`src/rtl/core/wvip_pkg.sv`:
```
// Package for the two-wheel incremental PID block.
// Holds widths, register indexes, reset values, FSM state and command types.
// No dependencies.
package wvip_pkg;

    localparam int NUM_WHEELS_DEF = 2;

    localparam int VEL_W   = 32;
    localparam int GAIN_W  = 24;
    localparam int LIMIT_W = 15;
    localparam int ACC_W   = 40;
    localparam int DRIVE_W = 16;
    localparam int CFG_IDX_W  = 3;
    localparam int CFG_DATA_W = 24;

    localparam int MUL_A_W = 34;
    localparam int MUL_B_W = GAIN_W + 1;
    localparam int PROD_W  = MUL_A_W + MUL_B_W;
    localparam int SUM_W   = PROD_W + 2;
    localparam int FRAC_W  = 16;

    localparam logic [GAIN_W-1:0]  PROP_GAIN_RST   = 24'd26214;
    localparam logic [GAIN_W-1:0]  INTEG_GAIN_RST  = 24'd5243;
    localparam logic [GAIN_W-1:0]  DERIV_GAIN_RST  = 24'd13107;
    localparam logic [GAIN_W-1:0]  SPEED_SCALE_RST = 24'd65536;
    localparam logic [LIMIT_W-1:0] DRIVE_LIMIT_RST = 15'd700;

    typedef enum logic [CFG_IDX_W-1:0] {
        CFG_PROP_GAIN   = 3'd0,
        CFG_INTEG_GAIN  = 3'd1,
        CFG_DERIV_GAIN  = 3'd2,
        CFG_LEFT_SCALE  = 3'd3,
        CFG_RIGHT_SCALE = 3'd4,
        CFG_DRIVE_LIMIT = 3'd5
    } cfg_reg_t;

    typedef enum logic [1:0] {
        MUL_SCALE,
        MUL_PROP,
        MUL_INTEG,
        MUL_DERIV
    } mul_sel_t;

    typedef enum logic [3:0] {
        ST_IDLE,
        ST_SCALE,
        ST_ERR,
        ST_PROP,
        ST_INTEG,
        ST_DERIV,
        ST_ACCUM,
        ST_SCALE_OUT,
        ST_DRIVE
    } state_t;

    typedef struct packed {
        logic     load_in;
        logic     mul_en;
        mul_sel_t mul_sel;
        logic     ld_err;
        logic     sum_clr;
        logic     sum_add;
        logic     acc_upd;
        logic     ld_scaled;
        logic     ld_out;
    } dp_cmd_t;

endpackage

```
`src/rtl/core/wvip_ctrl.sv`:
```
// Sequencer for the incremental PID block.
// Steps the shared multiplier and update stages; owns both handshakes.
// Depends on wvip_pkg.
module wvip_ctrl
    import wvip_pkg::*;
(
    input  logic    clk,
    input  logic    rst_n,
    input  logic    in_valid,
    output logic    in_ready,
    output logic    out_valid,
    input  logic    out_ready,
    output dp_cmd_t cmd
);

    state_t state_reg, state_next;
    logic   out_valid_reg, out_valid_next;
    logic   out_free;

    assign out_free  = !out_valid_reg || out_ready;
    assign in_ready  = (state_reg == ST_IDLE);
    assign out_valid = out_valid_reg;

    always_ff @(posedge clk or negedge rst_n)
    begin
        if (!rst_n)
        begin
            state_reg     <= ST_IDLE;
            out_valid_reg <= 1'b0;
        end
        else
        begin
            state_reg     <= state_next;
            out_valid_reg <= out_valid_next;
        end
    end

    always_comb
    begin
        state_next = state_reg;
        unique case (state_reg)
            ST_IDLE:      if (in_valid) state_next = ST_SCALE;
            ST_SCALE:     state_next = ST_ERR;
            ST_ERR:       state_next = ST_PROP;
            ST_PROP:      state_next = ST_INTEG;
            ST_INTEG:     state_next = ST_DERIV;
            ST_DERIV:     state_next = ST_ACCUM;
            ST_ACCUM:     state_next = ST_SCALE_OUT;
            ST_SCALE_OUT: state_next = ST_DRIVE;
            ST_DRIVE:     if (out_free) state_next = ST_IDLE;
            default:      state_next = ST_IDLE;
        endcase
    end

    always_comb
    begin
        cmd         = '0;
        cmd.mul_sel = MUL_SCALE;
        unique case (state_reg)
            ST_IDLE:      cmd.load_in = in_valid;
            ST_SCALE:     cmd.mul_en = 1'b1;
            ST_ERR:       cmd.ld_err = 1'b1;
            ST_PROP:
            begin
                cmd.mul_en  = 1'b1;
                cmd.mul_sel = MUL_PROP;
            end
            ST_INTEG:
            begin
                cmd.mul_en  = 1'b1;
                cmd.mul_sel = MUL_INTEG;
                cmd.sum_clr = 1'b1;
            end
            ST_DERIV:
            begin
                cmd.mul_en  = 1'b1;
                cmd.mul_sel = MUL_DERIV;
                cmd.sum_add = 1'b1;
            end
            ST_ACCUM:     cmd.acc_upd = 1'b1;
            ST_SCALE_OUT: cmd.ld_scaled = 1'b1;
            ST_DRIVE:     cmd.ld_out = out_free;
            default:      cmd = '0;
        endcase
    end

    always_comb
    begin
        out_valid_next = out_valid_reg;
        if (cmd.ld_out)
            out_valid_next = 1'b1;
        else if (out_ready)
            out_valid_next = 1'b0;
    end

endmodule

```
`config.mk`:
```
export PLATFORM = sky130hd
export DESIGN_NAME = wvip_ctrl
export DESIGN_NICKNAME = d
export VERILOG_FILES = /design/src/rtl/core/wvip_pkg.sv /design/src/rtl/core/wvip_ctrl.sv
export SDC_FILE = /design/constraint.sdc
export NUM_CORES = 1
export LEC_CHECK = 0
export BUFFER_PORTS_ARGS = -buffer_cell sky130_fd_sc_hd__buf_2
export CORE_AREA = 3 3 40 42
export CTS_CLUSTER_SIZE = 14
export DETAILED_ROUTE_END_ITERATION = 10
export DIE_AREA = 0 0 43 45
export PLACE_DENSITY = 0.49
export SLEW_MARGIN = 25
export SYNTH_ARGS = -nofsm -noshare
export SYNTH_HDL_FRONTEND = slang
export SYNTH_SLANG_ARGS = --single-unit
```
`constraint.sdc`:
```
create_clock -name clk -period 3.01 [get_ports clk]
set_input_delay 0.301 -clock clk [delete_from_list [all_inputs] [get_ports clk]]
set_output_delay 0.301 -clock clk [all_outputs]
set_load 0.01 [all_outputs]
```
==> results.yml <==
clock_tree:
  h-tree-depth: 1
  clock_latency_ns: 0.23
  clkTransAtPathRegs_ns: 0.04
  clkSinkCount: 5
  cts_root_buffer: "clkbuf_4"
  cts_buffers: 3
  cts_tree: "built"
  post_cts_buffers: 0
  clockBufferDepth: 2
  postCtsResizedCells: 0
drt:
  ant_nets: 0
  wirelength_um: 668
  drc_errors: 0
  num_vias: 295
  drt-pass1-iter-count: 4
  drt-wirelength-per-cell_um: 9.82
  drt_iter0_markers: 3
  vias_per_cell: 4.34
placed_design:
  post-dp-hpwl_um: 486
  dp_slack_ns: 1.39
  place_inst: 63
  numPortBuffers: 15
  gp_congestion: 0.672
yosys:
  ys_ff_latch: 5
  synth_area_leader_cell: "dfrtp_1"
  synth-seq-area-share_pct: 36.9
  synthCells: 38
  postSynth.asyncResetShare_pct: 100
  synthesis.nets: 42
  dominantRegCellSynth: "dfrtp_1"
  synth.cell_area_sq_um: 339
  syn_area_per_cell_sq_um: 8.92
  yosys.area.top_type_share_pct: 36.9
  synthDistinctLibCells: 20
  synth_warnings: 0
  synth_area_leaders: "dfrtp_1, nand2b_1, nor3_1"
  synth-edff-count: 0
timing:
  holdWs_ns: 0.368
  fin_crit_sh_pct: 62.2
  worstMarginPinSlew_ns: 0.376
  skew_ns: 0.00278
  finalHoldViolCount: 0
  max-slew-margin-rel_pct: 74.9
  rsz0062_at_grt: "false"
  fin_tns_setup_ns: 0
  period_needed_ns: 1.87
  fmax_mhz: 534
  setup_viol: 0
  layout_setup_ws_ns: 1.14
  slew_violations: 0
die:
  die_x_um: 43
  rows: 13
  die_h_um: 45
  start_util_pct: 26.4
  io_pins: 16
  coreArea_sq_mm: 0.00128
  die-area_sq_mm: 0.00194
pwr:
  p_leak_nw: 0.219
  power_density_mw_per_mm2: 1050
  peakVddDrop_mv: 0.289
setup_path:
  r2r-start: "state_reg[1]"
  crit_path_end_kind: "primary output"
  path_max_fanout: 13
  cp-start-kind: "flip-flop"
  worstPathArrival_ns: 1.57
  crit_type: "reg -> out"
  cp.required_ns: 2.71
  worstSetupStartpoint: "state_reg[1]"
finish:
  final_nets: 58
  drive_gt1_share_pct: 41.5
  instances_no_fill: 68
  fin_util_pct: 34.0
  n_antenna_cell: 0
  largest_reg_flops: 4
  area_delta_synth_final_pct: 28.8
global_routing:
  grt_overflow_total: 0
  grt_max_degree: 14
  first_global_vias: 245
  antenna_found_initial: 0
  grt_pass1_wl_um: 1040
  track_usage_pct: 7.35
worst_hold_path:
  min_path_type: "in -> reg"
  hold_start: "in_valid"
run:
  drv_cap: 0
outcome:
  status: "finished, final reports clean"
==> critical path: stages, from the launching register on <==
cell and delay, ns:
dfrtp_1 0.51, or4b_4 0.59, nor2b_2 0.11, buf_2 0.12
==> synthesized netlist by cell type (2+ instances only) <==
| master | number |
|---|---|
| a21oi_1 | 3 |
| buf_2 | 2 |
| dfrtp_1 | 5 |
| nand2_1 | 2 |
| nand2b_1 | 5 |
| nor2_1 | 3 |
| nor3_1 | 4 |
| nor3b_1 | 2 |
==> layout by cell type, fill, tap and decap left out, drive strengths merged <==
| cell type | count |
|---|---|
| nand2 | 2 |
| dlygate4sd3 | 1 |
| buf | 15 |
| nor4 | 1 |
| nor2 | 3 |
| nor2b | 1 |
| dfrtp | 5 |
| or2b | 1 |
| o22ai | 1 |
| and2 | 1 |
| nand2b | 5 |
| nor3 | 4 |
| nand3b | 1 |
| a21bo | 1 |
| xnor2 | 1 |
| a21oi | 3 |
| nor3b | 2 |
| clkbuf | 4 |
| or4b | 1 |
==> per-stage QoR <==
stage                     power [W]  area (sq um)
after floorplan            0.000327           339
after global placement     0.000386           400
after detailed placement   0.000385           400
after CTS                  0.000463           437
after global routing       0.000502           437
final                      0.000458           437
==> logic make-up (layout without fill, tap and decap cells) <==
logic type	count (synthesis)	in the layout	share of synthesized area, %
simple gates	22	22	39.9
buf+inv	5	20	9.59
flops	5	5	36.9
xor+xnor	1	1	2.58
compound gates	5	5	11.1
==> cell type report <==
class	instances	area (sq um)
fill	152	848
tap	15	18.8
clock buffer	4	26.3
multi-input combinational	28	181
sequential	5	125
timing repair buffer	16	85.1
==> what timing repair did <==
action                                  CTS  global route
hold buffers                              1             0
hold endpoints to repair                  5             0
endpoints found under the setup margin    0             0
==> per-layer routing <==
metal | routed length (um) | vias to the layer above | GRT usage (%)
li1 | - | 156 | -
met4 | 0 | 0 | 5.42
met2 | 305 | 9 | 10.5
met1 | 302 | 130 | 9.25
met5 | 0 | - | 0
met3 | 60 | 0 | 2.39
==> power breakdown <==
group	switching [W]	internal (W)	leakage, nW
registers	0.0000663	0.0000930	0.0642
logic	0.000108	0.000117	0.140
clock network	0.0000245	0.0000499	0.0150
total	0.000199	0.000260	0.219
==> path summary, 6_finish.rpt <==
check / cells past startpoint / to / slack [ns]
worst min register to register: 2 / out_valid / 0.55
worst min-delay path: 3 / state_reg[0] / 0.37
worst max register to register: 2 / state_reg[3] / 1.73
worst max-delay path: 3 / cmd[0] / 1.14
min in group asynchronous: 2 / state_reg[1] / 0.41
max in group asynchronous: 2 / out_valid / 2.47
Note: power is estimated with default switching activity, not from simulation.
